## config.mk

```make
export PLATFORM = sky130hd
export DESIGN_NAME = sce_speed
export DESIGN_NICKNAME = d
export VERILOG_FILES = /design/src/hw/rtl/sincos_encoder_angle_speed_macros.svh /design/src/hw/rtl/sce_pkg.sv /design/src/hw/rtl/sce_speed.sv
export SDC_FILE = /design/constraint.sdc
export NUM_CORES = 1
export LEC_CHECK = 0
export BUFFER_PORTS_ARGS = -buffer_cell sky130_fd_sc_hd__clkbuf_2
export CAP_MARGIN = 10
export CORE_MARGIN = 2
export CORE_UTILIZATION = 40
export DETAILED_ROUTE_END_ITERATION = 16
export SYNTH_ARGS = -nofsm -noshare
export SYNTH_HDL_FRONTEND = slang
export SYNTH_SLANG_ARGS = --single-unit
```

## constraint.sdc

```tcl
create_clock -name clk -period 8.56 [get_ports clk]
set_input_delay 1.712 -clock clk [delete_from_list [all_inputs] [get_ports clk]]
set_output_delay 1.712 -clock clk [all_outputs]
set_load 0.1 [all_outputs]
```

## src/hw/rtl/sincos_encoder_angle_speed_macros.svh

```systemverilog
// Assertion macros shared by the encoder angle and speed block.
`ifndef SINCOS_ENCODER_ANGLE_SPEED_MACROS_SVH
`define SINCOS_ENCODER_ANGLE_SPEED_MACROS_SVH

// Same-cycle implication, checked outside reset.
`define SCE_ASSERT_NOW(label, clk, rst_n, ante, cons, msg) \
    label: assert property (@(posedge clk) disable iff (!rst_n) (ante) |-> (cons)) \
        else $error(msg);

// Next-cycle implication, checked outside reset.
`define SCE_ASSERT_NEXT(label, clk, rst_n, ante, cons, msg) \
    label: assert property (@(posedge clk) disable iff (!rst_n) (ante) |=> (cons)) \
        else $error(msg);

`endif

```

## src/hw/rtl/sce_pkg.sv

```systemverilog
// Types, constants and tables of the encoder angle and speed block.
package sce_pkg;

    localparam int SAMPLE_BITS   = 12;
    localparam int ANGLE_BITS    = 16;
    localparam int CORDIC_STAGES = 16;

    // fixed formats
    localparam int SCALE_BITS  = 24;
    localparam int SPEED_BITS  = 32;
    localparam int SPEED_SHIFT = 8;
    localparam int FRAC_BITS   = 16;
    localparam int TURN_BITS   = 32;
    localparam int MAX_STAGES  = 24;

    // centred sample, CORDIC datapath (gain 1.65 times sqrt 2 needs 3 bits more)
    localparam int CSAMP_W  = SAMPLE_BITS + 1;
    localparam int CORDIC_W = SAMPLE_BITS + 4 + FRAC_BITS;
    localparam int STAGE_W  = $clog2(CORDIC_STAGES);
    localparam int PROD_W   = ANGLE_BITS + SCALE_BITS + 1;
    localparam int CFG_IDX_W  = 2;
    localparam int CFG_DATA_W = SCALE_BITS;

    localparam logic [TURN_BITS-1:0] HALF_TURN  = TURN_BITS'(1) << (TURN_BITS - 1);
    localparam logic [TURN_BITS-1:0] ROUND_HALF = TURN_BITS'(1) << (TURN_BITS - 1 - ANGLE_BITS);

    // atan(2^-i) in units of 2^-32 turn
    localparam logic [TURN_BITS-1:0] ATAN_TURN [0:MAX_STAGES-1] = '{
        32'd536870912, 32'd316933406, 32'd167458907, 32'd85004756,
        32'd42667331,  32'd21354465,  32'd10680862,  32'd5340245,
        32'd2670163,   32'd1335087,   32'd667544,    32'd333772,
        32'd166886,    32'd83443,     32'd41722,     32'd20861,
        32'd10430,     32'd5215,      32'd2608,      32'd1304,
        32'd652,       32'd326,       32'd163,       32'd81
    };

    typedef enum logic [CFG_IDX_W-1:0] {
        REG_CENTER_CODE = 2'd0,
        REG_CLAMP_LIMIT = 2'd1,
        REG_SPEED_SCALE = 2'd2
    } sce_reg_t;

    typedef struct packed {
        logic [SAMPLE_BITS-1:0] sine_sample;
        logic [SAMPLE_BITS-1:0] cosine_sample;
    } sce_sample_t;

    typedef struct packed {
        logic [ANGLE_BITS-1:0]        angle;
        logic signed [SPEED_BITS-1:0] speed;
        logic                         speed_valid;
    } sce_result_t;

    // vector travelling down the CORDIC chain
    typedef struct packed {
        logic                       zero;
        logic signed [CORDIC_W-1:0] x;
        logic signed [CORDIC_W-1:0] y;
        logic [TURN_BITS-1:0]       z;
    } sce_vec_t;

    // pipeline control handed to every stage
    typedef struct packed {
        logic adv;
        logic vld;
    } sce_ctl_t;

endpackage

```

## src/hw/rtl/sce_speed.sv

```systemverilog
// Angle rounding, wrapped difference to the last angle and speed product.
module sce_speed (
    input  logic                            clk,
    input  logic                            rst_n,
    input  sce_pkg::sce_ctl_t               ctl,
    input  sce_pkg::sce_vec_t               in_vec,
    input  logic [sce_pkg::SCALE_BITS-1:0]  speed_scale,
    output logic                            out_vld,
    output sce_pkg::sce_result_t            out_item
);
    import sce_pkg::*;

    logic [TURN_BITS-1:0]         z_round;
    logic [ANGLE_BITS-1:0]        ang_next;
    logic [ANGLE_BITS-1:0]        ang_reg;
    logic                         ang_vld_reg;
    logic [ANGLE_BITS-1:0]        prev_angle_reg;
    logic                         have_prev_reg;
    logic signed [ANGLE_BITS-1:0] delta;
    logic signed [PROD_W-1:0]     prod;
    logic                         scale_ok;
    logic                         res_vld_reg;
    sce_result_t                  res_reg;
    sce_result_t                  res_next;

    // round the turn accumulator to the output angle
    always_comb
    begin
        z_round  = in_vec.z + ROUND_HALF;
        ang_next = in_vec.zero ? '0 : z_round[TURN_BITS-1 -: ANGLE_BITS];
    end

    // delta wraps to half a turn either way by plain modular subtraction
    always_comb
    begin
        scale_ok = (speed_scale != '0);
        delta    = $signed(ang_reg - prev_angle_reg);
        prod     = PROD_W'(delta) * $signed({1'b0, speed_scale});
        res_next.angle = ang_reg;
        if (scale_ok && have_prev_reg)
        begin
            res_next.speed       = SPEED_BITS'(prod >>> SPEED_SHIFT);
            res_next.speed_valid = 1'b1;
        end
        else
        begin
            res_next.speed       = '0;
            res_next.speed_valid = 1'b0;
        end
    end

    // control and history
    always_ff @(posedge clk or negedge rst_n)
    begin
        if (!rst_n)
        begin
            ang_vld_reg    <= 1'b0;
            res_vld_reg    <= 1'b0;
            prev_angle_reg <= '0;
            have_prev_reg  <= 1'b0;
        end
        else if (ctl.adv)
        begin
            ang_vld_reg <= ctl.vld;
            res_vld_reg <= ang_vld_reg;
            if (ang_vld_reg && scale_ok)
            begin
                prev_angle_reg <= ang_reg;
                have_prev_reg  <= 1'b1;
            end
        end
    end

    always_ff @(posedge clk)
    begin
        if (ctl.adv)
        begin
            ang_reg <= ang_next;
            res_reg <= res_next;
        end
    end

    assign out_vld  = res_vld_reg;
    assign out_item = res_reg;

endmodule
```

==> summary.md, run 1 <==
| Metric | Value |
|---|---|
| Outcome | finished, final reports clean |
| Vias per cell | a little over 5 |
| Gr ovfl total | 0 |
| Die H | about 210 microns |
| WS Path Type | reg2reg |
| H-tree levels | 3 |
| Filler cells | 3931 |
| Synth area leader | fa_1 |
| Cells after Synth | around 1.8k |
| Synth Area in Compound Gates | 0.0556 |
| Commonest non-fill, non-tap cell in the layout | inv_1 |
| CTS Hold Buffers Added | 0 |
| Flops & latches, synth | 84 |
| Crit start category | flip-flop |
| Synth cell types | 74 |
| R2R setup slack | about 230 ps |
| Residual DRC | 0 |
| Synthesized cell area | between 0.015 and 0.02 sq mm |
| Num CTS Buffers | 9 |
| First-pass GRT wire length | approximately 68000 microns |
| CTS clock-pin slew for the worst setup and hold paths | 60 ps |
| End of the critical path | out_item[30]$_SDFFCE_PN0P_ |
| Synth Area per Inst | 9.17 sq um |
| Adder-cell share of the synthesized area | 0.481 |
| Final wirelength | 42800 microns |
| Worst path top cell family by delay | adder cells |
| Post-layout minimum cycle time | around 8300 ps |
| Pin count of the biggest net entering global routing | 48 |
| Drt first-iter violations | ~590 |
| Hold crit path type | reg2reg |
| Layout net count | between 2k and 3k |
| CP arrival | roughly 8400 ps |
| Fin area | roughly 0.019 sq mm |
| Slowest stage delay, CP | 550 ps |
| Worst slew pin tran | 1090 ps |
| Area contributors post-synth | fa_1, edfxtp_1, ha_1 |
| Area growth syn-to-layout | 13.8% |
| Setup ws final | between 200 and 250 ps |
| Max-Cap Viols | 0 |
| Critical path buffer and inverter count | 9 |
| Die X | 208 microns |
| Pre-antenna DRT Iters | 5 |
| All-Layer GR Usage | 0.197 |
| Die area | between 0.04 and 0.05 sq mm |
| Later-pin clock latency in the skew report | 340 ps |
| Hold Vio Cnt, Final | 0 |
| Proportion of layout cells with a drive suffix above 1 | 0.142 |
| Top-area cell type share of the netlist area | 0.370 |
| Fmax | about 120 MHz |
| Worst EP required | between 8000 and 9000 ps |
| Mux contribution to synthesized area | 0.0134 |
| Vias in the first global route | between 10k and 15k |
| Routed via count | ~12k |
| Port Buf Inserts | 95 |
| Core area | 0.0408 sq mm |
| Placed Instance Area | 0.0180 sq mm |
| Root Driver | clkbuf_16 |
| Register area share after synthesis | 0.147 |
| Relative slew slack | 0.268 |
| Setup crit end kind | flip-flop |
| Setup TNS | 0 ps |
| Commonest non-fill, non-tap cells in the layout | inv_1, fa_1, nand2_1, ha_1, and2_1 |
| Rows | 74 |
| Top FF cell, synth | edfxtp_1 |
| CTS tree | done |
| I/O pin cnt | 175 |
| # setup viols final | 0 |
| Worst slack, placed | -170 ps |
| Peak fanout along the critical path | 5 |
| Initial Util | 0.406 |
| Final Cycle Share | 0.973 |
| DP Wirelength | approximately 33000 microns |
| Largest family of logic cells by synthesized area | adder cells |
| Critical Path Start | ang_reg[1]$_SDFFCE_PP0P_ |
| Most used cell, CP | fa_1 |
| Max-slew violation count | 0 |
| Critical Path Slowest Stage Cell | fa_1 |
| Critical path depth | 33 |
| YS warnings | 0 |
| Largest register FFs | a little under 50 |
| Antenna Nets Post-Route | 0 |
| XOR/XNOR Fraction of Synth Area | 0.0227 |
| Clock skew | roughly 6.6 ps |
| Hold_ws | around 490 ps |
| Clock Tree Buf Depth | 2 |
| Simple-Gate Fraction of Synth Area | 0.165 |
| Post-synth EDFFs | 65 |
| Worst R2R Start | ang_reg[1]$_SDFFCE_PP0P_ |
| FF-to-FF path depth | 33 |
| Antenna diodes | 0 |
| Syn nets | between 2k and 2.5k |
| Worst flop-to-flop path endpoint | out_item[30]$_SDFFCE_PN0P_ |
| Async SR Flop Fraction | 0.226 |
| Sink Count | 84 |
| Routed len/inst | approximately 17 microns |
| Initial antenna violation count | 1 |
| Gpl congestion | ~0.84 |
==> metrics by stage <==
stage / util / cells
6_report: 0.462 / 2466
5_1_grt: 0.462 / 2466
4_1_cts: 0.449 / 2440
3_5_place_dp: 0.442 / 2424
3_3_place_gp: 0.442 / 2424
2_1_floorplan: - / 1806
==> cell usage after synthesis (9+ instances only) <==
library cell  count
nor4_1            9
or2_1             9
edfxtp_1         65
a21o_1           12
fa_1            306
nand2_1         274
nor2_1           59
ha_1            147
nor3_1           19
clkbuf_1         62
xor2_1           20
mux2_2           10
inv_1           437
o21a_1            9
nor2b_1          27
o21ai_0          21
xnor2_1          23
and2_1          106
a21oi_1          34
dfrtp_1          19
nand3_1          16
==> final cells by class <==
class	count	area, sq um	share of cell area
clock buffer	10	229	0.0121
tap	532	666	0.0353
inverter	438	1640	0.0872
clock inverter	6	40.0	0.00212
timing repair buffer	180	1230	0.0651
sequential	84	2430	0.129
multi-input combinational	1216	12600	0.669
==> logic make-up (layout without fill, tap and decap cells) <==
kind of cell | after synthesis | after routing
AND/OR/NAND/NOR | 568 | 568
buffers and inverters | 508 | 634
flip-flops | 84 | 84
XOR/XNOR | 43 | 45
multiplexers | 20 | 20
AO/OA/AOI/OAI | 130 | 130
adder cells (fa/ha/maj) | 453 | 453
==> how the worst min path moves through the flow <==
stage	startpoint	to	slack [ps]	cells past startpoint
floorplan	ang_reg[0]$_SDFFCE_PP0P_	out_item[33]$_DFFE_PP_	430	0
global placement	ang_reg[0]$_SDFFCE_PP0P_	out_item[33]$_DFFE_PP_	440	0
detailed placement	ang_reg[0]$_SDFFCE_PP0P_	out_item[33]$_DFFE_PP_	460	0
CTS	ang_reg[0]$_SDFFCE_PP0P_	out_item[33]$_DFFE_PP_	470	0
global route	ang_reg[0]$_SDFFCE_PP0P_	out_item[33]$_DFFE_PP_	500	0
finish	ang_reg[0]$_SDFFCE_PP0P_	out_item[33]$_DFFE_PP_	490	0
==> repair_timing <==
item                                    4_1_cts  5_1_grt
endpoints found under the setup margin        3       19
cloned                                        0        7
setup buffers                                 0       19
pin swaps                                     0       36
resized for setup                             4       53
==> metal layers <==
metal	vias to the layer above	wire [microns]	GRT usage
li1	5708	-	-
met1	6375	18100	0.266
met2	348	21200	0.341
met3	53	2630	0.0293
met4	0	854	0.0367
met5	-	0	0
Power of run 1 is left out: the tool's default activity adds up to more than one toggle a clock period on the data nets, which glitch-free logic cannot reach.
==> inputs of run 2 (changes only) <==
Settings changed: CAP_MARGIN 10 to 20, CELL_PAD_IN_SITES_DETAIL_PLACEMENT set to 1, CELL_PAD_IN_SITES_GLOBAL_PLACEMENT set to 1, PLACE_DENSITY_LB_ADDON set to 0.1.
Clock period 8.56 ns to 9.7 ns, I/O delays scaled along.
==> summary.md, run 2 (same netlist as run 1, synthesis figures left out) <==
| Metric | Value |
|---|---|
| Setup ws final | 774 ps (+543 ps) |
| Final Cycle Share | 0.920 (-0.0528) |
| RSZ-0062 raised after global routing | false |
| Setup crit end kind | flip-flop |
| Pre-antenna DRT Iters | 4 (-1) |
| Vias in the first global route | 13.6k (+3.3%) |
| Hold crit path type | reg2reg |
| DP Wirelength | 36300 microns (+11%) |
| Clock Tree Buf Depth | 2 (unchanged) |
| Critical Path Start | ang_reg[0]$_SDFFCE_PP0P_ |
| Routed len/inst | 19.2 microns (+11%) |
| Most used cell, CP | fa_1 |
| Die area | 0.0431 sq mm (unchanged) |
| Root Driver | clkbuf_16 |
| Post-layout minimum cycle time | 8930 ps (+597 ps) |
| CTS tree | done |
| Vias per cell | 5.05 (-0.21%) |
| Worst slack, placed | 606 ps (+775 ps) |
| Antenna diodes | 0 (unchanged) |
| Clock skew | 8.07 ps (+1.49 ps) |
| Setup TNS | 0 ps (unchanged) |
| Initial Util | 0.406 (unchanged) |
| CTS clock-pin slew for the worst setup and hold paths | 60 ps (about the same) |
| Slowest stage delay, CP | 530 ps (-20 ps) |
| Hold path cells | 0 (unchanged) |
| All-Layer GR Usage | 0.223 (+0.0256) |
| Port Buf Inserts | 95 (unchanged) |
| Proportion of layout cells with a drive suffix above 1 | 0.0959 (-0.0458) |
| Layout net count | 2440 (-2.7%) |
| Largest register FFs | 49 (unchanged) |
| Worst R2R Start | ang_reg[0]$_SDFFCE_PP0P_ |
| Max-slew violation count | 0 (unchanged) |
| Die H | 208 microns (unchanged) |
| Die X | 208 microns (unchanged) |
| WS Path Type | reg2reg |
| Worst hold start | ang_reg[0]$_SDFFCE_PP0P_ |
| Drt first-iter violations | 591 (-0.17%) |
| Setup Buffers After CTS | 0 (unchanged) |
| # setup viols final | 0 (unchanged) |
| Core area | 0.0408 sq mm (unchanged) |
| Relative slew slack | 0.307 (+0.0389) |
| Gr ovfl total | 0 (unchanged) |
| Area growth syn-to-layout | 9.28% |
| Commonest non-fill, non-tap cell in the layout | inv_1 |
| Worst slew pin tran | 1030 ps (-58.0 ps) |
| First-pass GRT wire length | 74800 microns (+10%) |
| Hold Vio Cnt, Final | 0 (unchanged) |
| Initial antenna violation count | 1 (unchanged) |
| Max-Cap Viols | 0 (unchanged) |
| Final wirelength | 46000 microns (+7.7%) |
| Outcome | finished, final reports clean |
| Routed via count | 12.1k (-2.9%) |
| CP arrival | 9000 ps (+590 ps) |
| Residual DRC | 0 (unchanged) |
| Sink Count | 84 (unchanged) |
| I/O pin cnt | 175 (unchanged) |
| FF-to-FF path depth | 31 (-6.1%) |
| Critical Path Slowest Stage Cell | fa_1 |
| Commonest non-fill, non-tap cells in the layout | inv_1, fa_1, nand2_1, ha_1, and2_1 |
| Crit start category | flip-flop |
| Worst EP required | 9770 ps (+1130 ps) |
| Later-pin clock latency in the skew report | 350 ps (about the same) |
| Num CTS Buffers | 9 (unchanged) |
| Fmax | 112 MHz (-6.7%) |
| Peak fanout along the critical path | 12 (+7) |
| Pin count of the biggest net entering global routing | 42 (-13%) |
| H-tree levels | 3 (unchanged) |
| Rows | 74 (unchanged) |
| Antenna Nets Post-Route | 0 (unchanged) |
| Gpl congestion | 0.809 (-4.0%) |
==> run 2: cell type report <==
type                            instances  area, sq um
Inverter                              438         1640
Multi-Input combinational cell       1215        12400
Clock inverter                          6         93.8
Timing Repair Buffer                  114          621
Tap cell                              532          666
Fill cell                            4708        22700
Clock buffer                           10          239
Sequential cell                        84         2430
==> run 2: what timing repair did <==
action	CTS	global route
hold buffers	0	0
endpoints found under the setup margin	0	1
gates resized for setup	0	2
==> run 2: path summary, 6_finish.rpt <==
path | endpoint | slack [ps]
setup reg to reg | out_item[20]$_SDFFCE_PN0P_ | 770
hold / removal | out_item[33]$_DFFE_PP_ | 470
max in group asynchronous | prev_angle_reg[14]$_DFFE_PN0P_ | 7780
hold reg to reg | out_item[33]$_DFFE_PP_ | 470
min in group asynchronous | ang_vld_reg$_DFFE_PN0P_ | 1560
setup / recovery | out_item[20]$_SDFFCE_PN0P_ | 770
==> run 2: per-stage QoR <==
step           utilization  cells  cell area, sq um  hold slack (ps)
2_1_floorplan            -   1806             16600              426
3_3_place_gp         0.435   2382             17700              439
3_5_place_dp         0.435   2382             17700              462
4_1_cts              0.443   2398             18100              476
5_1_grt              0.443   2399             18100              505
6_report             0.443   2399             18100              471
==> run 2: per-layer routing <==
metal / GRT usage / vias to the layer above / part of all wire
met5: 0 / - / 0
met4: 0.0453 / 0 / 0.020
met3: 0.0206 / 48 / 0.030
met2: 0.409 / 155 / 0.53
met1: 0.286 / 6338 / 0.42
li1: - / 5578 / -
==> run 2: critical path, delay by kind of cell (launching register included) <==
kind	cells	cell delay, ps
buffers and inverters	6	380
adders and majority gates	9	3950
DFF	1	390
and+or+nand+nor	4	1150
AOI/OAI and AO/OA	11	2500
xor gates and xnor gates	1	250
Power of run 2 is left out for the same reason.
==> inputs of run 3 (changes only) <==
Settings changed: BUFFER_PORTS_ARGS -buffer_cell sky130_fd_sc_hd__clkbuf_2 to -buffer_cell sky130_fd_sc_hd__buf_2, SKIP_LAST_GASP set to 1.
==> summary.md, run 3 (same netlist as run 1, synthesis figures left out) <==
| Metric | Value |
|---|---|
| Setup crit end kind | flip-flop |
| Setup TNS | 0 ps (unchanged) |
| CTS clock-pin slew for the worst setup and hold paths | 60 ps (about the same) |
| # setup viols final | 0 (unchanged) |
| Port Buf Inserts | 95 (unchanged) |
| Setup ws final | 654 ps (-119 ps) |
| Die H | 208 microns (unchanged) |
| Clock skew | 8.38 ps (+0.314 ps) |
| All-Layer GR Usage | 0.226 (+0.00334) |
| Max-slew violation count | 0 (unchanged) |
| Relative slew slack | 0.332 (+0.0249) |
| Worst R2R Start | ang_reg[0]$_SDFFCE_PP0P_ |
| Setup Buffers After CTS | 0 (unchanged) |
| Slowest stage delay, CP | 530 ps (about the same) |
| CTS tree | done |
| Worst EP required | 9780 ps (about the same) |
| Num CTS Buffers | 9 (unchanged) |
| Max-Cap Viols | 0 (unchanged) |
| Final Cycle Share | 0.933 (+0.0123) |
| Routed len/inst | 19.2 microns (+0.25%) |
| WS Path Type | reg2reg |
| Hold Vio Cnt, Final | 0 (unchanged) |
| Pin count of the biggest net entering global routing | 64 (+52%) |
| Critical Path Slowest Stage Cell | fa_1 |
| Fin util | 0.441 (-0.00215) |
| Pre-antenna DRT Iters | 4 (unchanged) |
| Gr ovfl total | 0 (unchanged) |
| Initial antenna violation count | 2 (+1) |
| Initial Util | 0.406 (unchanged) |
| Antenna diodes | 0 (unchanged) |
| Antenna Nets Post-Route | 0 (unchanged) |
| Area growth syn-to-layout | 8.75% |
| CP arrival | 9130 ps (+130 ps) |
| I/O pin cnt | 175 (unchanged) |
| Fmax | 111 MHz (-1.3%) |
| DP Wirelength | 36500 microns (+0.56%) |
| Commonest non-fill, non-tap cell in the layout | inv_1 |
| Worst slew pin tran | 1000 ps (-32.3 ps) |
| Peak fanout along the critical path | 18 (+6) |
| Layout net count | 2438 (-0.082%) |
| Residual DRC | 0 (unchanged) |
| CTS Hold Buffers Added | 0 (unchanged) |
| Root Driver | clkbuf_16 |
| Proportion of layout cells with a drive suffix above 1 | 0.0938 (-0.00204) |
| Die area | 0.0431 sq mm (unchanged) |
| Post-layout minimum cycle time | 9050 ps (+119 ps) |
| Final wirelength | 46100 microns (+0.17%) |
| Hold crit path type | reg2reg |
| RSZ-0062 raised after global routing | false |
| Post-cts repair resize count | 0 (unchanged) |
| Worst slack, placed | 648 ps (+42.3 ps) |
| Largest register FFs | 49 (unchanged) |
| Drt first-iter violations | 518 (-12%) |
| Critical Path Start | ang_reg[0]$_SDFFCE_PP0P_ |
| Rows | 74 (unchanged) |
| Gpl congestion | 0.803 (-0.68%) |
| Die X | 208 microns (unchanged) |
| Clock Tree Buf Depth | 2 (unchanged) |
| Routed via count | 12.2k (+0.31%) |
| Vias in the first global route | 13.8k (+2.0%) |
| Worst hold start | ang_reg[0]$_SDFFCE_PP0P_ |
| Core area | 0.0408 sq mm (unchanged) |
| Commonest non-fill, non-tap cells in the layout | inv_1, fa_1, nand2_1, ha_1, and2_1 |
| First-pass GRT wire length | 76500 microns (+2.2%) |
| Sink Count | 84 (unchanged) |
| Crit start category | flip-flop |
| Vias per cell | 5.07 (+0.40%) |
| Most used cell, CP | fa_1 |
| H-tree levels | 3 (unchanged) |
| Filler cells | 4734 (+0.55%) |
| Outcome | finished, final reports clean |
| Worst path top cell family by delay | adder cells |
| Critical path buffer and inverter count | 6 (unchanged) |
| Later-pin clock latency in the skew report | 350 ps (about the same) |
[run 3: per-layer routing]
metal | global-route usage | vias to the layer above | wire (microns)
met5 | 0 | - | 7
met4 | 0.0429 | 2 | 773
met3 | 0.0209 | 48 | 1250
met2 | 0.416 | 144 | 24500
met1 | 0.291 | 6405 | 19600
li1 | - | 5558 | -
[run 3: area by class of cell]
class	count	area, sq um	area share
timing repair buffer	113	611	0.0339
multi-input combinational	1214	12400	0.688
sequential	84	2430	0.135
tap	532	666	0.0370
inverter	438	1640	0.0913
clock buffer	11	243	0.0135
clock inverter	5	36.3	0.00201
[run 3: worst paths after layout]
check                                                  to  slack, ps  depth (start not counted)
setup / recovery               out_item[31]$_SDFFCE_PN0P_        650                         31
hold / removal                     out_item[33]$_DFFE_PP_        470                          0
setup reg to reg               out_item[31]$_SDFFCE_PN0P_        650                         31
hold reg to reg                    out_item[33]$_DFFE_PP_        470                          0
max in group asynchronous  prev_angle_reg[14]$_DFFE_PN0P_       7810                          1
min in group asynchronous         ang_vld_reg$_DFFE_PN0P_       1540                          1
[run 3: per-stage QoR]
step,instance area (sq um),hold WS [ps],cells
2_1_floorplan,16600,426,1806
4_1_cts,18000,460,2397
3_5_place_dp,17700,440,2381
6_report,18000,465,2397
3_3_place_gp,17700,437,2381
5_1_grt,18000,495,2397
[run 3: worst register-to-register path: cells and delay by family (launching register included)]
family / cells / cell delay (ps)
xor+xnor: 1 / 320
buf+inv: 6 / 370
flops: 1 / 390
fa+ha+maj: 9 / 3950
mux: 1 / 140
compound gates: 10 / 2420
simple gates: 4 / 1210
Power of run 3 is left out for the same reason.
