### src/hw/rtl/sincos_encoder_angle_speed_macros.svh
// Assertion macros shared by the encoder angle and speed block.
`ifndef SINCOS_ENCODER_ANGLE_SPEED_MACROS_SVH
`define SINCOS_ENCODER_ANGLE_SPEED_MACROS_SVH

// Same-cycle implication, checked outside reset.
`define SCE_ASSERT_NOW(label, clk, rst_n, ante, cons, msg) \
    label: assert property (@(posedge clk) disable iff (!rst_n) (ante) |-> (cons)) \
        else $error(msg);

// Next-cycle implication, checked outside reset.
`define SCE_ASSERT_NEXT(label, clk, rst_n, ante, cons, msg) \
    label: assert property (@(posedge clk) disable iff (!rst_n) (ante) |=> (cons)) \
        else $error(msg);

`endif

### src/hw/rtl/sce_pkg.sv
// Types, constants and tables of the encoder angle and speed block.
package sce_pkg;

    localparam int SAMPLE_BITS   = 12;
    localparam int ANGLE_BITS    = 16;
    localparam int CORDIC_STAGES = 16;

    // fixed formats
    localparam int SCALE_BITS  = 24;
    localparam int SPEED_BITS  = 32;
    localparam int SPEED_SHIFT = 8;
    localparam int FRAC_BITS   = 16;
    localparam int TURN_BITS   = 32;
    localparam int MAX_STAGES  = 24;

    // centred sample, CORDIC datapath (gain 1.65 times sqrt 2 needs 3 bits more)
    localparam int CSAMP_W  = SAMPLE_BITS + 1;
    localparam int CORDIC_W = SAMPLE_BITS + 4 + FRAC_BITS;
    localparam int STAGE_W  = $clog2(CORDIC_STAGES);
    localparam int PROD_W   = ANGLE_BITS + SCALE_BITS + 1;
    localparam int CFG_IDX_W  = 2;
    localparam int CFG_DATA_W = SCALE_BITS;

    localparam logic [TURN_BITS-1:0] HALF_TURN  = TURN_BITS'(1) << (TURN_BITS - 1);
    localparam logic [TURN_BITS-1:0] ROUND_HALF = TURN_BITS'(1) << (TURN_BITS - 1 - ANGLE_BITS);

    // atan(2^-i) in units of 2^-32 turn
    localparam logic [TURN_BITS-1:0] ATAN_TURN [0:MAX_STAGES-1] = '{
        32'd536870912, 32'd316933406, 32'd167458907, 32'd85004756,
        32'd42667331,  32'd21354465,  32'd10680862,  32'd5340245,
        32'd2670163,   32'd1335087,   32'd667544,    32'd333772,
        32'd166886,    32'd83443,     32'd41722,     32'd20861,
        32'd10430,     32'd5215,      32'd2608,      32'd1304,
        32'd652,       32'd326,       32'd163,       32'd81
    };

    typedef enum logic [CFG_IDX_W-1:0] {
        REG_CENTER_CODE = 2'd0,
        REG_CLAMP_LIMIT = 2'd1,
        REG_SPEED_SCALE = 2'd2
    } sce_reg_t;

    typedef struct packed {
        logic [SAMPLE_BITS-1:0] sine_sample;
        logic [SAMPLE_BITS-1:0] cosine_sample;
    } sce_sample_t;

    typedef struct packed {
        logic [ANGLE_BITS-1:0]        angle;
        logic signed [SPEED_BITS-1:0] speed;
        logic                         speed_valid;
    } sce_result_t;

    // vector travelling down the CORDIC chain
    typedef struct packed {
        logic                       zero;
        logic signed [CORDIC_W-1:0] x;
        logic signed [CORDIC_W-1:0] y;
        logic [TURN_BITS-1:0]       z;
    } sce_vec_t;

    // pipeline control handed to every stage
    typedef struct packed {
        logic adv;
        logic vld;
    } sce_ctl_t;

endpackage

### src/hw/rtl/sce_front.sv
// Input stage: centre and clamp both samples, fold the left half plane.
module sce_front (
    input  logic                       clk,
    input  logic                       rst_n,
    input  sce_pkg::sce_ctl_t          ctl,
    input  sce_pkg::sce_sample_t       item,
    input  logic [sce_pkg::SAMPLE_BITS-1:0] center_code,
    input  logic [sce_pkg::SAMPLE_BITS-1:0] clamp_limit,
    output logic                       out_vld,
    output sce_pkg::sce_vec_t          out_vec
);
    import sce_pkg::*;

    logic signed [CSAMP_W-1:0] lim;
    logic signed [CSAMP_W-1:0] nlim;
    logic signed [CSAMP_W-1:0] s_raw;
    logic signed [CSAMP_W-1:0] c_raw;
    logic signed [CSAMP_W-1:0] s_cl;
    logic signed [CSAMP_W-1:0] c_cl;
    logic signed [CORDIC_W-1:0] x_wide;
    logic signed [CORDIC_W-1:0] y_wide;
    logic                      vld_reg;
    sce_vec_t                  vec_reg;
    sce_vec_t                  vec_next;

    // centre, then clamp to plus or minus the limit
    always_comb
    begin
        lim   = $signed({1'b0, clamp_limit});
        nlim  = -lim;
        s_raw = $signed({1'b0, item.sine_sample}) - $signed({1'b0, center_code});
        c_raw = $signed({1'b0, item.cosine_sample}) - $signed({1'b0, center_code});
        s_cl  = s_raw;
        c_cl  = c_raw;
        if (s_cl > lim)
        begin
            s_cl = lim;
        end
        if (s_cl < nlim)
        begin
            s_cl = nlim;
        end
        if (c_cl > lim)
        begin
            c_cl = lim;
        end
        if (c_cl < nlim)
        begin
            c_cl = nlim;
        end
    end

    // scale to the CORDIC format; negative cosine turns by half a turn
    always_comb
    begin
        x_wide = CORDIC_W'(c_cl) <<< FRAC_BITS;
        y_wide = CORDIC_W'(s_cl) <<< FRAC_BITS;
        vec_next.zero = (s_cl == '0) && (c_cl == '0);
        if (c_cl < 0)
        begin
            vec_next.x = -x_wide;
            vec_next.y = -y_wide;
            vec_next.z = HALF_TURN;
        end
        else
        begin
            vec_next.x = x_wide;
            vec_next.y = y_wide;
            vec_next.z = '0;
        end
    end

    always_ff @(posedge clk or negedge rst_n)
    begin
        if (!rst_n)
        begin
            vld_reg <= 1'b0;
        end
        else if (ctl.adv)
        begin
            vld_reg <= ctl.vld;
        end
    end

    always_ff @(posedge clk)
    begin
        if (ctl.adv)
        begin
            vec_reg <= vec_next;
        end
    end

    assign out_vld = vld_reg;
    assign out_vec = vec_reg;

endmodule

### config.mk
export PLATFORM = sky130hd
export DESIGN_NAME = sce_front
export DESIGN_NICKNAME = d
export VERILOG_FILES = /design/src/hw/rtl/sincos_encoder_angle_speed_macros.svh /design/src/hw/rtl/sce_pkg.sv /design/src/hw/rtl/sce_front.sv
export SDC_FILE = /design/constraint.sdc
export NUM_CORES = 1
export LEC_CHECK = 0
export ABC_CLOCK_PERIOD_IN_PS = 800
export BUFFER_PORTS_ARGS = -buffer_cell sky130_fd_sc_hd__buf_2
export CORE_MARGIN = 4
export CORE_UTILIZATION = 50
export DETAILED_ROUTE_END_ITERATION = 8
export HOLD_SLACK_MARGIN = 0.08
export PLACE_DENSITY = 0.8
export SLEW_MARGIN = 20
export SYNTH_ARGS = -nofsm -noshare
export SYNTH_HDL_FRONTEND = slang
export SYNTH_SLANG_ARGS = --single-unit
export TNS_END_PERCENT = 1
### constraint.sdc
create_clock -name clk -period 0.8 [get_ports clk]
set_input_delay 0 -clock clk [delete_from_list [all_inputs] [get_ports clk]]
set_output_delay 0 -clock clk [all_outputs]
set_load 0.05 [all_outputs]
==> results of run 1 <==
==> final timing paths <==
| path | startpoint | to | slack (ns) | cells after the start |
|---|---|---|---|---|
| worst max-delay path | center_code[1] | out_vec[50]$_DFFE_PP_ | -5.04 | 33 |
| worst min-delay path | ctl[1] | out_vld$_DFFE_PN0P_ | 0.12 | 2 |
| worst max register to register | out_vld$_DFFE_PN0P_ | out_vld$_DFFE_PN0P_ | 0.04 | 1 |
| worst min register to register | out_vld$_DFFE_PN0P_ | out_vld$_DFFE_PN0P_ | 0.55 | 1 |
| max in group asynchronous | rst_n | out_vld$_DFFE_PN0P_ | 0.17 | 3 |
| min in group asynchronous | rst_n | out_vld$_DFFE_PN0P_ | 0.53 | 3 |
==> kinds of logic after synthesis <==
group | after synthesis | share of synthesized area
AO/OA/AOI/OAI | 161 | 0.201
XOR/XNOR | 44 | 0.0698
adder cells (fa/ha/maj) | 77 | 0.177
buffers and inverters | 133 | 0.138
flip-flops | 35 | 0.189
multiplexers | 38 | 0.0734
other | 1 | 0.000679
AND/OR/NAND/NOR | 170 | 0.150
==> state kept, by name (all words and copies together), names as in the netlist <==
register,count
out_vld,1
out_vec,34
==> cell usage after synthesis, drive strengths merged (3+ instances only) <==
cell      n
a31oi     3
o22ai     3
nor2b     9
mux2i    21
or2       3
edfxtp   34
a211o     4
nand2    39
mux2     17
buf      72
nor3     13
ha       75
a21o      7
a2111oi   3
xor2     12
a41oi     3
o21ai    37
and3      6
a211oi    7
o31a      8
a21oi    49
and2      7
or4       3
nor2     55
nor4      4
nand4    12
or3       4
xnor2    32
nand3     8
inv      56
nand2b    5
o21a     12
clkbuf    5
o31ai     5
==> through the flow <==
step                setup slack [ns]   util
CTS                            -5.03  0.771
global route                   -5.30  0.781
floorplan                      -5.06      -
detailed placement             -5.83  0.713
global placement               -5.69  0.713
finish                         -5.04  0.781
==> timing repair <==
action | in CTS | in global routing
hold buffers | 3 | 0
gates resized for setup | 105 | 19
endpoints found under the hold margin | 2 | 0
endpoints found under the setup margin | 66 | 66
setup buffers | 9 | 4
pin swaps | 17 | 10
==> power breakdown <==
part / total [mW] / internal [mW] / switching [mW] / leakage [nW]
Sequential: 3.40 / 3.03 / 0.362 / 0.344
Clock: 1.89 / 1.24 / 0.653 / 0.0644
Combinational: 15.7 / 6.84 / 8.91 / 3.77
Total: 21.0 / 11.1 / 9.92 / 4.18
==> routing by layer <==
metal / up-vias / global-route usage
li1: 2923 / -
met2: 295 / 0.550
met1: 2820 / 0.320
met4: 0 / 0.167
met3: 91 / 0.0273
met5: - / 0
==> layout make-up <==
type / count / area (um^2) / share of cell area
inverter: 56 / 228 / 0.0269
clock inverter: 3 / 67.6 / 0.00798
timing repair buffer: 339 / 2590 / 0.306
multi-input combinational: 556 / 4290 / 0.507
clock buffer: 5 / 68.8 / 0.00813
tap: 140 / 175 / 0.0207
sequential: 35 / 1050 / 0.124
==> results list, run 1 <==
* Status: complete, but fails checks
- The final reports fail on negative setup slack.
- Clock tree from TritonCTS: yes
- For the final routed database, the setup TNS stands at -153.97 ns.
- Dominant register cell in the synthesized netlist: edfxtp_1
* Initial drt markers: 309
- Synthesized flop and latch total: 35
- In the layout the commonest cells are buf_4 (245), ha_1 (67), conb_1 (66).
* Actual slew at the worst max-slew pin: 0.522 ns
- Die outline height: 113 um
- Post-route worst hold slack: 0.121 ns
- Clock-pin slew was measured on the worst setup and hold paths at 0.07 ns.
- The H-tree was split into 2 levels.
- After detailed routing, the total wire length is 19100 um.
- In the final routing, the length of wire on met1 measures 7100 um.
- Worst Path Arrival: 5.87 ns
* Kind of end point of the critical path: flip-flop
- Yosys Warn Count: 0
* CTS Sinks: 35
- IO Port Bufs: 86
- Maximum number of buffers from clock root to sink: 2
- Gpl congestion: 1.01
- Detailed placement ended at an HPWL of 15300 um.
- The largest total area in the synthesized netlist belongs to edfxtp_1.
- The floorplan step defined a core boundary enclosing 10800 um^2.
- Once detail routing completed, the nets flagged for antenna violations numbered 0.
- Final number of hold-violating endpoints: 0
* Tcrit/Tclk final: 7.30
- The routed design uses 1070 um of met3 wire.
- Row Count: 38
- Number of filler instances in the final layout: 699
- Number of placed cells counting well taps: 1110
- Initial antenna violation count: 0
- The die covers 12800 um^2.
- Entering global routing, the biggest net connects 17 pins.
- CP Launch Type: input pin
- Tightest Hold Check Type: in2reg
- Counting distinct cell types in the post-synthesis netlist gives 67.
- Across the VDD grid, the largest voltage drop is 0.00272 V.
- Summed over all cells, the static leakage comes to 4.18 nW.
- The slowest stage of the critical path is the or3_1 cell.
- Together, buffers and inverters on the worst path number 7.
- In this run the worst path has a maximum fanout of 16.
- On the worst path, the slowest cell contributes a delay of 0.31 ns.
- Cell area power density: 2480 nW/um^2
* Worst clock skew: 0 ns
- Total power consumption of the routed design: 21.0 mW
* Max Clk Rate: 171 MHz
* Routed met2 length: 9800 um
- Overall fraction of global-route tracks in use: 0.293
- Setup violations remaining at the end of the flow were counted as 66.
- Per-cell via count in the routed design: 5.40
- RSZ-0062 raised after global routing: true
- The routed layout has 6129 vias.
- Among cell families on the critical path, the largest total delay comes from compound AO/OA/AOI/OAI gates.
- In this run the horizontal extent of the chip is 113 um.
- The tool flagged a number of max-cap violations equal to 0.
- Mapped Area: 5520 um^2
* Area fraction of the dominant cell type after synthesis: 0.185
- Critical Setup Path Class: in2reg
- In this run, synthesis inferred 34 flip-flops with an integrated enable.
* Initial DRT Pass Iterations: 5
- The number of global-route vias before repair is 6236.
- From synthesis to final layout, the design area changed by 53.3%.
- Part of the Yosys area used for sequential elements: 0.189
* Non-filler cells, final: 1134
* Post-Place Cell Area: 7730 um^2
- DR DRC count: 0
- Fraction of synthesis flops using an asynchronous set or reset pin: 0.0286
- Layout Cell Area excl Fill: 8470 um^2
- Synthesis handed over a netlist of 659 instances.
* Worst setup margin: -5.04 ns
* Final global-route overflow total: 0
- In this run, CTS created clock tree buffers numbering 5.
* Highest metal layer with signal wires: met4
* Global-route wire length before repair: 30300 um
- Number of max-slew violations in the final report: 0
* Nets: 1122
- Dividing the detail-routed wire length by the instance count gives 16.9 um.
- Top Ports: 150
* Tmin final: 5.84 ns
* Critical Path RT: 0.83 ns
- Measured against its own limit, the worst slew margin works out to 0.648.
- Clk Latency, worst-skew pair: 0.29 ns
- The cell sitting at the root of the clock tree is a clkbuf_8.
* Most frequent standard cell in the layout excluding fill and tap cells: buf_4
- The initial utilization of the core area, before any placement, comes to 0.509.
- Post-Syn Area per Cell: 8.38 um^2
- Of the cells placed in the final design, the portion with a size suffix greater than 1 is 0.430.
* Antenna diode count: 0
- Yosys attributes the largest share of cell area to edfxtp_1 (18%), ha_1 (17%), buf_4 (8.7%).
Power figures use the tool's default switching activity.
==> run 2, diff against run 1 <==
--- a/config.mk
+++ b/config.mk
@@ -5,13 +5,14 @@
 export SDC_FILE = /design/constraint.sdc
 export NUM_CORES = 1
 export LEC_CHECK = 0
-export ABC_CLOCK_PERIOD_IN_PS = 800
+export ABC_CLOCK_PERIOD_IN_PS = 4950
 export BUFFER_PORTS_ARGS = -buffer_cell sky130_fd_sc_hd__buf_2
 export CORE_MARGIN = 4
 export CORE_UTILIZATION = 50
 export DETAILED_ROUTE_END_ITERATION = 8
 export HOLD_SLACK_MARGIN = 0.08
 export PLACE_DENSITY = 0.8
+export RECOVER_POWER = 50
 export SLEW_MARGIN = 20
 export SYNTH_ARGS = -nofsm -noshare
 export SYNTH_HDL_FRONTEND = slang
==> constraint.sdc (replaced) <==
create_clock -name clk -period 4.95 [get_ports clk]
set_input_delay 0 -clock clk [delete_from_list [all_inputs] [get_ports clk]]
set_output_delay 0 -clock clk [all_outputs]
set_load 0.05 [all_outputs]
==> run 2 against run 1 <==
Net effect: the flow finishes with violations (max-capacitance violations, max-slew violations, negative setup slack); register-to-register slack gained 4.2 ns; clock skew is the same; final area shrank 5.9%; flip-flop and latch count is the same; via count shrank 2.5%; sequential power shrank 85%; utilization shrank 4.6 points; final cell count shrank 3.9%; die area is the same; worst setup slack gained 4.0 ns; critical path depth shrank 2; first-iteration DRC count grew 46%; critical endpoint is now out_vec[89]$_DFFE_PP_; highest routed layer unchanged.
==> results list, run 2 (same netlist as run 1, synthesis figures left out) <==
- The kind of cell with the highest combined delay on the critical path is compound AO/OA/AOI/OAI gates (unchanged).
* Initial DRT Pass Iterations: 5 (unchanged)
- Total clock buffers created by CTS: 5 (unchanged)
- Cell area power density: 407 nW/um^2 (was 2480 nW/um^2)
- Static leakage: 3.89 nW (was 4.18 nW)
* Cell-internal power: 1.67 mW (was 11.1 mW)
* Most used cells in the layout excluding fill and tap cells: buf_4 (197), buf_2 (84), ha_1 (67) (was buf_4 (245), ha_1 (67), conb_1 (66))
* Worst clock skew: 0 ns (unchanged)
* Violated checks: max-capacitance violations, max-slew violations, negative setup slack (was negative setup slack)
- Placeable core region: 10800 um^2 (unchanged)
* Buffer type at the clock tree root: clkbuf_8 (unchanged)
- The worst hold slack is 0.457 ns (was 0.121 ns).
- The share of total power in sequential cells is 0.158 (was 0.161).
- Critical Path RT: 4.99 ns (was 0.83 ns)
- The class of the most critical setup path is in2reg (unchanged).
* Sw frac: 0.486 (was 0.472)
* Tcrit/Tclk final: 1.20
- The worst path in the final design needs a cycle of 5.96 ns, including I/O delays and setup.
- The most frequent standard cell in the layout excluding fill and tap cells is buf_4 (unchanged).
- Max Clk Rate: 168 MHz
- The fraction of layout cells with a size suffix above 1 came to 0.413 (was 0.430).
* Worst slack at placement: -1.58 ns (was -5.83 ns)
* Maximum number of buffers from clock root to sink: 2 (unchanged)
* End-of-flow core utilization: 0.735 (was 0.781)
- Die area: 12800 um^2 (unchanged)
* Worst max-slew margin expressed relative to the limit: -0.210 (was 0.648)
- The number of placement rows was 38 (unchanged).
- The delay contributed by the slowest stage of the critical path came to 0.58 ns (was 0.31 ns).
- The number of antenna violations at the first check in global routing was 0 (unchanged).
- Max reg flops: 34 (unchanged)
- Final number of hold-violating endpoints: 0 (unchanged)
* Post-DP HPWL: 14100 um (was 15300 um)
* Power share of the combinational group: 0.746 (was 0.748)
- Global-route wire length before repair: 27700 um (was 30300 um)
- Per-cell via count in the routed design: 5.48 (was 5.40)
* Via count: 5975 (was 6129)
* Number of max-cap violations: 1 (was 0)
* Initial drt markers: 452 (was 309)
* Clk Latency, worst-skew pair: 0.30 ns (was 0.29 ns)
* Setup TNS: -22.82 ns (was -153.97 ns)
* Die outline height: 113 um (unchanged)
- Sw power: 1.57 mW (was 9.92 mW)
- The buffers plus inverters on the worst setup path was 5 (was 7).
- The remaining global-route overflow came to 0 (unchanged).
- The nature of the critical path endpoint was a flip-flop (unchanged).
- The number of global-route vias before repair is 5942 (was 6236).
* CP Launch Type: input pin (unchanged)
* Maximum number of pins on one net before global-route repair: 36 (was 17)
- Routed Antenna Nets: 0 (unchanged)
* RSZ-0062 raised after global routing: true (unchanged)
- Routed wire length: 18100 um (was 19100 um)
* Antenna diode count: 0 (unchanged)
* CTS Sinks: 35 (unchanged)
* H-tree depth reported by CTS: 2 (unchanged)
* CP max FO: 6 (was 16)
- The TritonCTS clock tree is yes (unchanged).
- The die outline width was 113 um (unchanged).
* Worst setup slack for register-to-register paths: 4.20 ns (was 0.04 ns)
* Worst setup margin: -1.01 ns (was -5.04 ns)
- The clock-pin slew on the worst setup and hold paths came to 0.07 ns (about the same).
- Status: complete, but fails checks (unchanged)
- Top Ports: 150 (unchanged)
- Syn-to-layout area delta: 44.3% (was 53.3%)
* Final count of negative-setup-slack endpoints: 30 (was 66)
- DR DRC count: 0 (unchanged)
* Overall fraction of global-route tracks in use: 0.266 (was 0.293)
- The per-cell routed wire length is 16.6 um (was 16.9 um).
* Number of max-slew violations in the final report: 36 (was 0)
* IO Port Bufs: 86 (unchanged)
- The worst voltage drop across the vdd grid was 0.000464 V (was 0.00272 V).
- Slowest cell on the critical path: or4_4 (was or3_1)
- The type of the tightest min-delay check is in2reg (unchanged).
- The critical path data arrival time came to 6.00 ns (was 5.87 ns).
* Gpl congestion: 0.996 (was 1.01)
* Nets: 1078 (was 1122)
- Relative contribution of the clock network to total power: 0.096 (was 0.090)
- Actual slew at the worst max-slew pin: 1.81 ns (was 0.522 ns)
* Effective utilization at floorplan: 0.509 (unchanged)
* Number of filler instances in the final layout: 758 (was 699)
## run 2: cell count changes in the layout (fill, tap and decap cells not counted), sizes merged
cell    delta
buf       -45
clkbuf     +1
## run 2: worst min-delay path: stages
cell,delay (ns)
buf_2,0.12
buf_4,0.17
o32a_1,0.17
buf_4,0.17
## run 2: layer usage
metal / part of all wire / GRT usage / vias up
li1: - / - / 2830
met1: 0.37 / 0.294 / 2697
met4: 0.057 / 0.151 / 0
met5: 0 / 0 / -
met2: 0.49 / 0.483 / 356
met3: 0.079 / 0.0401 / 92
## run 2: what timing repair did
item | in CTS | in global routing
buffers inserted | 17 | 3
endpoints found under the hold margin | 2 | 0
resized for setup | 35 | 29
hold buffers | 3 | 0
setup endpoints to repair | 31 | 31
cloned | 0 | 0
pin swaps | 17 | 16
## run 2: layout make-up
| cell class | count | area [um^2] | share of cell area |
|---|---|---|---|
| sequential | 35 | 1050 | 0.131 |
| clock inverter | 3 | 67.6 | 0.00848 |
| inverter | 56 | 225 | 0.0283 |
| tap | 140 | 175 | 0.0220 |
| multi-input combinational | 556 | 4320 | 0.542 |
| timing repair buffer | 295 | 2070 | 0.259 |
| clock buffer | 5 | 68.8 | 0.00864 |
## run 2: path summary, 6_finish.rpt
| path | startpoint | to | cells past startpoint |
|---|---|---|---|
| hold / removal | clamp_limit[0] | out_vec[48]$_DFFE_PP_ | 4 |
| hold reg to reg | out_vld$_DFFE_PN0P_ | out_vld$_DFFE_PN0P_ | 1 |
| max in group asynchronous | rst_n | out_vld$_DFFE_PN0P_ | 3 |
| min in group asynchronous | rst_n | out_vld$_DFFE_PN0P_ | 3 |
| setup / recovery | center_code[1] | out_vec[89]$_DFFE_PP_ | 31 |
| setup reg to reg | out_vld$_DFFE_PN0P_ | out_vld$_DFFE_PN0P_ | 1 |
## run 2: power groups by stage
| stage | Combinational (mW) | Sequential (mW) | Clock (mW) |
|---|---|---|---|
| 2_1_floorplan | 1.09 | 0.903 | 0 |
| 3_3_place_gp | 2.10 | 0.512 | 0 |
| 3_5_place_dp | 2.15 | 0.520 | 0 |
| 4_1_cts | 2.28 | 0.516 | 0.314 |
| 5_1_grt | 2.56 | 0.522 | 0.329 |
| 6_report | 2.42 | 0.512 | 0.310 |
## run 2: metrics by stage
stage,power [mW],cell area (um^2),std cells
floorplan,2.00,5960,724
global placement,2.61,7350,1059
detailed placement,2.67,7350,1059
CTS,3.11,7820,1087
global route,3.41,7970,1090
finish,3.24,7970,1090
==> run 3, diff against run 2 <==
--- a/config.mk
+++ b/config.mk
@@ -11,8 +11,9 @@
 export CORE_UTILIZATION = 50
 export DETAILED_ROUTE_END_ITERATION = 8
 export HOLD_SLACK_MARGIN = 0.08
-export PLACE_DENSITY = 0.8
+export PLACE_DENSITY_LB_ADDON = 0.12
 export RECOVER_POWER = 50
+export REMOVE_ABC_BUFFERS = 1
 export SLEW_MARGIN = 20
 export SYNTH_ARGS = -nofsm -noshare
 export SYNTH_HDL_FRONTEND = slang
==> run 3 against run 2 <==
Net effect: combinational power down 2%; the run still ends with max-capacitance violations, max-slew violations, negative setup slack left; total power decreased by 3.2%; final cell count is 1.7% higher; register-to-register slack about the same; via count down 3.4%; non-clock buffer count grew 18; die area stayed put; global-route usage rose by 0.46 points; maximum frequency decreased by 3.6%; sequential power barely moved; critical endpoint unchanged; largest cell class unchanged.
==> results list, run 3 (same netlist as run 1, synthesis figures left out) <==
* DR DRC count: 0 (unchanged)
- The DRC marker count from the first detailed-route iteration came to 294 (was 452).
- The number of antenna violations at the first check in global routing was 0 (unchanged).
- The total power density per cell area is 393 nW/um^2 (was 407 nW/um^2).
* Effective utilization at floorplan: 0.509 (unchanged)
- End-of-flow core utilization: 0.736 (was 0.735)
- Worst Path Arrival: 6.22 ns (was 6.00 ns)
- The final antenna diode count came to 0 (unchanged).
- Buffer type at the clock tree root: clkbuf_8 (unchanged)
* Initial DRT Pass Iterations: 5 (unchanged)
* Most used cells in the layout excluding fill and tap cells: buf_4 (219), buf_2 (84), ha_1 (66), conb_1 (66), nor2_1 (54) (was buf_4 (197), buf_2 (84), ha_1 (67))
- Delay of the slowest critical-path stage: 0.59 ns (was 0.58 ns)
- The number of top-level pins came to 150 (unchanged).
* Via count of the first global-routing pass: 5964 (was 5942)
- The required time of the critical path was 4.99 ns (about the same).
* Routed wire length: 17700 um (was 18100 um)
- Overall fraction of global-route tracks in use: 0.271 (was 0.266)
- The accumulated negative setup slack is -29.02 ns (was -22.82 ns).
* Routed Antenna Nets: 0 (unchanged)
- The worst voltage drop across the vdd grid was 0.000456 V (was 0.000464 V).
* Max reg flops: 34 (unchanged)
* CTS Sinks: 35 (unchanged)
* Maximum number of buffers from clock root to sink: 2 (unchanged)
* Worst clock skew: 0 ns (unchanged)
- Max Clk Rate: 162 MHz (was 168 MHz)
* Number of max-cap violations: 1 (unchanged)
* Static leakage: 3.98 nW (was 3.89 nW)
- Critical hold path startpoint: clamp_limit[0] (unchanged)
- Sequential share of power: 0.164 (was 0.158)
- Syn-to-layout area delta: 44.6% (was 44.3%)
- The highest fanout seen on the critical path came to 7 (was 6).
- Kind of end point of the critical path: flip-flop (unchanged)
- The slowest cell on the critical path is or4_4 (unchanged).
- The TritonCTS clock tree is yes (unchanged).
* Critical Setup Path Class: in2reg (unchanged)
- The area of the die was 12800 um^2 (unchanged).
* Post-route worst hold slack: 0.437 ns (was 0.457 ns)
* Violated checks: max-capacitance violations, max-slew violations, negative setup slack (unchanged)
* Gpl congestion: 1.02 (was 0.996)
* Nets: 1097 (was 1078)
- Final global-route overflow total: 0 (unchanged)
* Row Count: 38 (unchanged)
- The filler cell count in the final layout was 868 (was 758).
- CP Launch Type: input pin (unchanged)
- The die span in y was 113 um (unchanged).
- Relative contribution of the clock network to total power: 0.080 (was 0.096)
* Final number of hold-violating endpoints: 0 (unchanged)
- Sw frac: 0.483 (was 0.486)
- Routed met2 length: 9040 um (was 8960 um)
- Worst setup margin: -1.23 ns (was -1.01 ns)
- Counting stages on the worst path, the most repeated cell is o21ai_2.
- The area of the core came to 10800 um^2 (unchanged).
- The startpoint of the lowest-slack register-to-register path is out_vld$_DFFE_PN0P_ (unchanged).
* Clk Latency, worst-skew pair: 0.28 ns (was 0.30 ns)
* Per-cell via count in the routed design: 5.20 (was 5.48)
- Sw power: 1.51 mW (was 1.57 mW)
- The detailed placer's ending HPWL is 14800 um (was 14100 um).
- The portion of the clock cycle consumed by the worst path in the final layout came to 1.25 (was 1.20).
- Via count: 5771 (was 5975)
- Number of placed cells counting well taps: 1079 (was 1059)
- The transition at the pin with the smallest max-transition slack came to 1.77 ns (was 1.81 ns).
- Highest metal layer with signal wires: met4 (unchanged)
- The time the worst path needs with I/O delays and setup is 6.18 ns (was 5.96 ns).
- Sum of met3 wire segment lengths after detailed routing: 769 um (was 1430 um)
- The worst slew slack as a fraction of its limit came to -0.183 (was -0.210).
- Total clock buffers created by CTS: 5 (unchanged)
- WL met1: 7030 um (was 6730 um)
- The final setup violation count came to 31 (was 30).
* Status: complete, but fails checks (unchanged)
- Number of max-slew violations in the final report: 36 (unchanged)
* Maximum number of pins on one net before global-route repair: 36 (unchanged)
- Proportion of layout cells with a drive suffix above 1: 0.409 (was 0.413)
- Non-filler cells, final: 1109 (was 1090)
- Reg clk slew, reported paths: 0.07 ns (about the same)
- Global-route wire length before repair: 28200 um (was 27700 um)
* Power share of the combinational group: 0.756 (was 0.746)
- Origin of the worst setup path: center_code[1] (unchanged)
- H-tree depth reported by CTS: 2 (unchanged)
- Average wire length per cell after detail routing: 15.9 um (was 16.6 um)
- The type of the tightest min-delay check is in2reg (unchanged).
- IO Port Bufs: 86 (unchanged)
- RSZ-0062 raised after global routing: true (unchanged).
- The die outline width was 113 um (unchanged).
* Cell-internal power: 1.62 mW (was 1.67 mW)
* Most frequent standard cell in the layout excluding fill and tap cells: buf_4 (unchanged)
## run 3: critical path: cells and delay by family
kind	cells	cell delay (ns)
AOI/OAI and AO/OA	14	2.71
buffers and inverters	6	0.58
adders and majority gates	3	0.75
and+or+nand+nor	6	1.31
muxes	2	0.61
xor gates and xnor gates	2	0.26
## run 3: cell type report
class / instances / area (um^2) / share of cell area
clock buffer: 5 / 68.8 / 0.00862
clock inverter: 3 / 38.8 / 0.00486
tap: 140 / 175 / 0.0219
sequential: 35 / 1050 / 0.131
timing repair buffer: 313 / 2170 / 0.272
multi-input combinational: 557 / 4270 / 0.535
inverter: 56 / 213 / 0.0266
## run 3: layer usage
layer / vias to the layer above / GRT usage
met5: - / 0
met4: 0 / 0.138
met3: 58 / 0.0176
met2: 198 / 0.505
met1: 2638 / 0.309
li1: 2877 / -
## run 3: path summary, 6_finish.rpt
check	endpoint	slack, ns	cells past startpoint
min in group asynchronous	out_vld$_DFFE_PN0P_	0.55	3
max in group asynchronous	out_vld$_DFFE_PN0P_	4.30	3
setup / recovery	out_vec[89]$_DFFE_PP_	-1.23	33
hold reg to reg	out_vld$_DFFE_PN0P_	0.52	1
setup reg to reg	out_vld$_DFFE_PN0P_	4.20	1
hold / removal	out_vec[48]$_DFFE_PP_	0.44	4
## run 3: power groups by stage
stage,clock network (mW),registers (mW),logic (mW)
after floorplan,0,0.903,0.956
after global placement,0,0.513,2.12
after detailed placement,0,0.523,2.16
after CTS,0.251,0.518,2.30
after global routing,0.267,0.525,2.53
final,0.250,0.514,2.37
## run 3: metrics by stage
stage | setup slack, ns | total power [mW] | cell area (um^2)
after floorplan | -1.24 | 1.86 | 5210
after global placement | -2.23 | 2.64 | 7370
after detailed placement | -2.27 | 2.68 | 7370
after CTS | -1.29 | 3.07 | 7850
after global routing | -1.42 | 3.33 | 7980
final | -1.23 | 3.13 | 7980
## run 3: what timing repair did
item                       CTS  global route
setup endpoints to repair   31            31
buffers inserted            17             3
hold endpoints to repair     2             0
pin swaps                   30            24
gates resized for setup     47            24
gates cloned                 1             0
hold buffers                 3             0
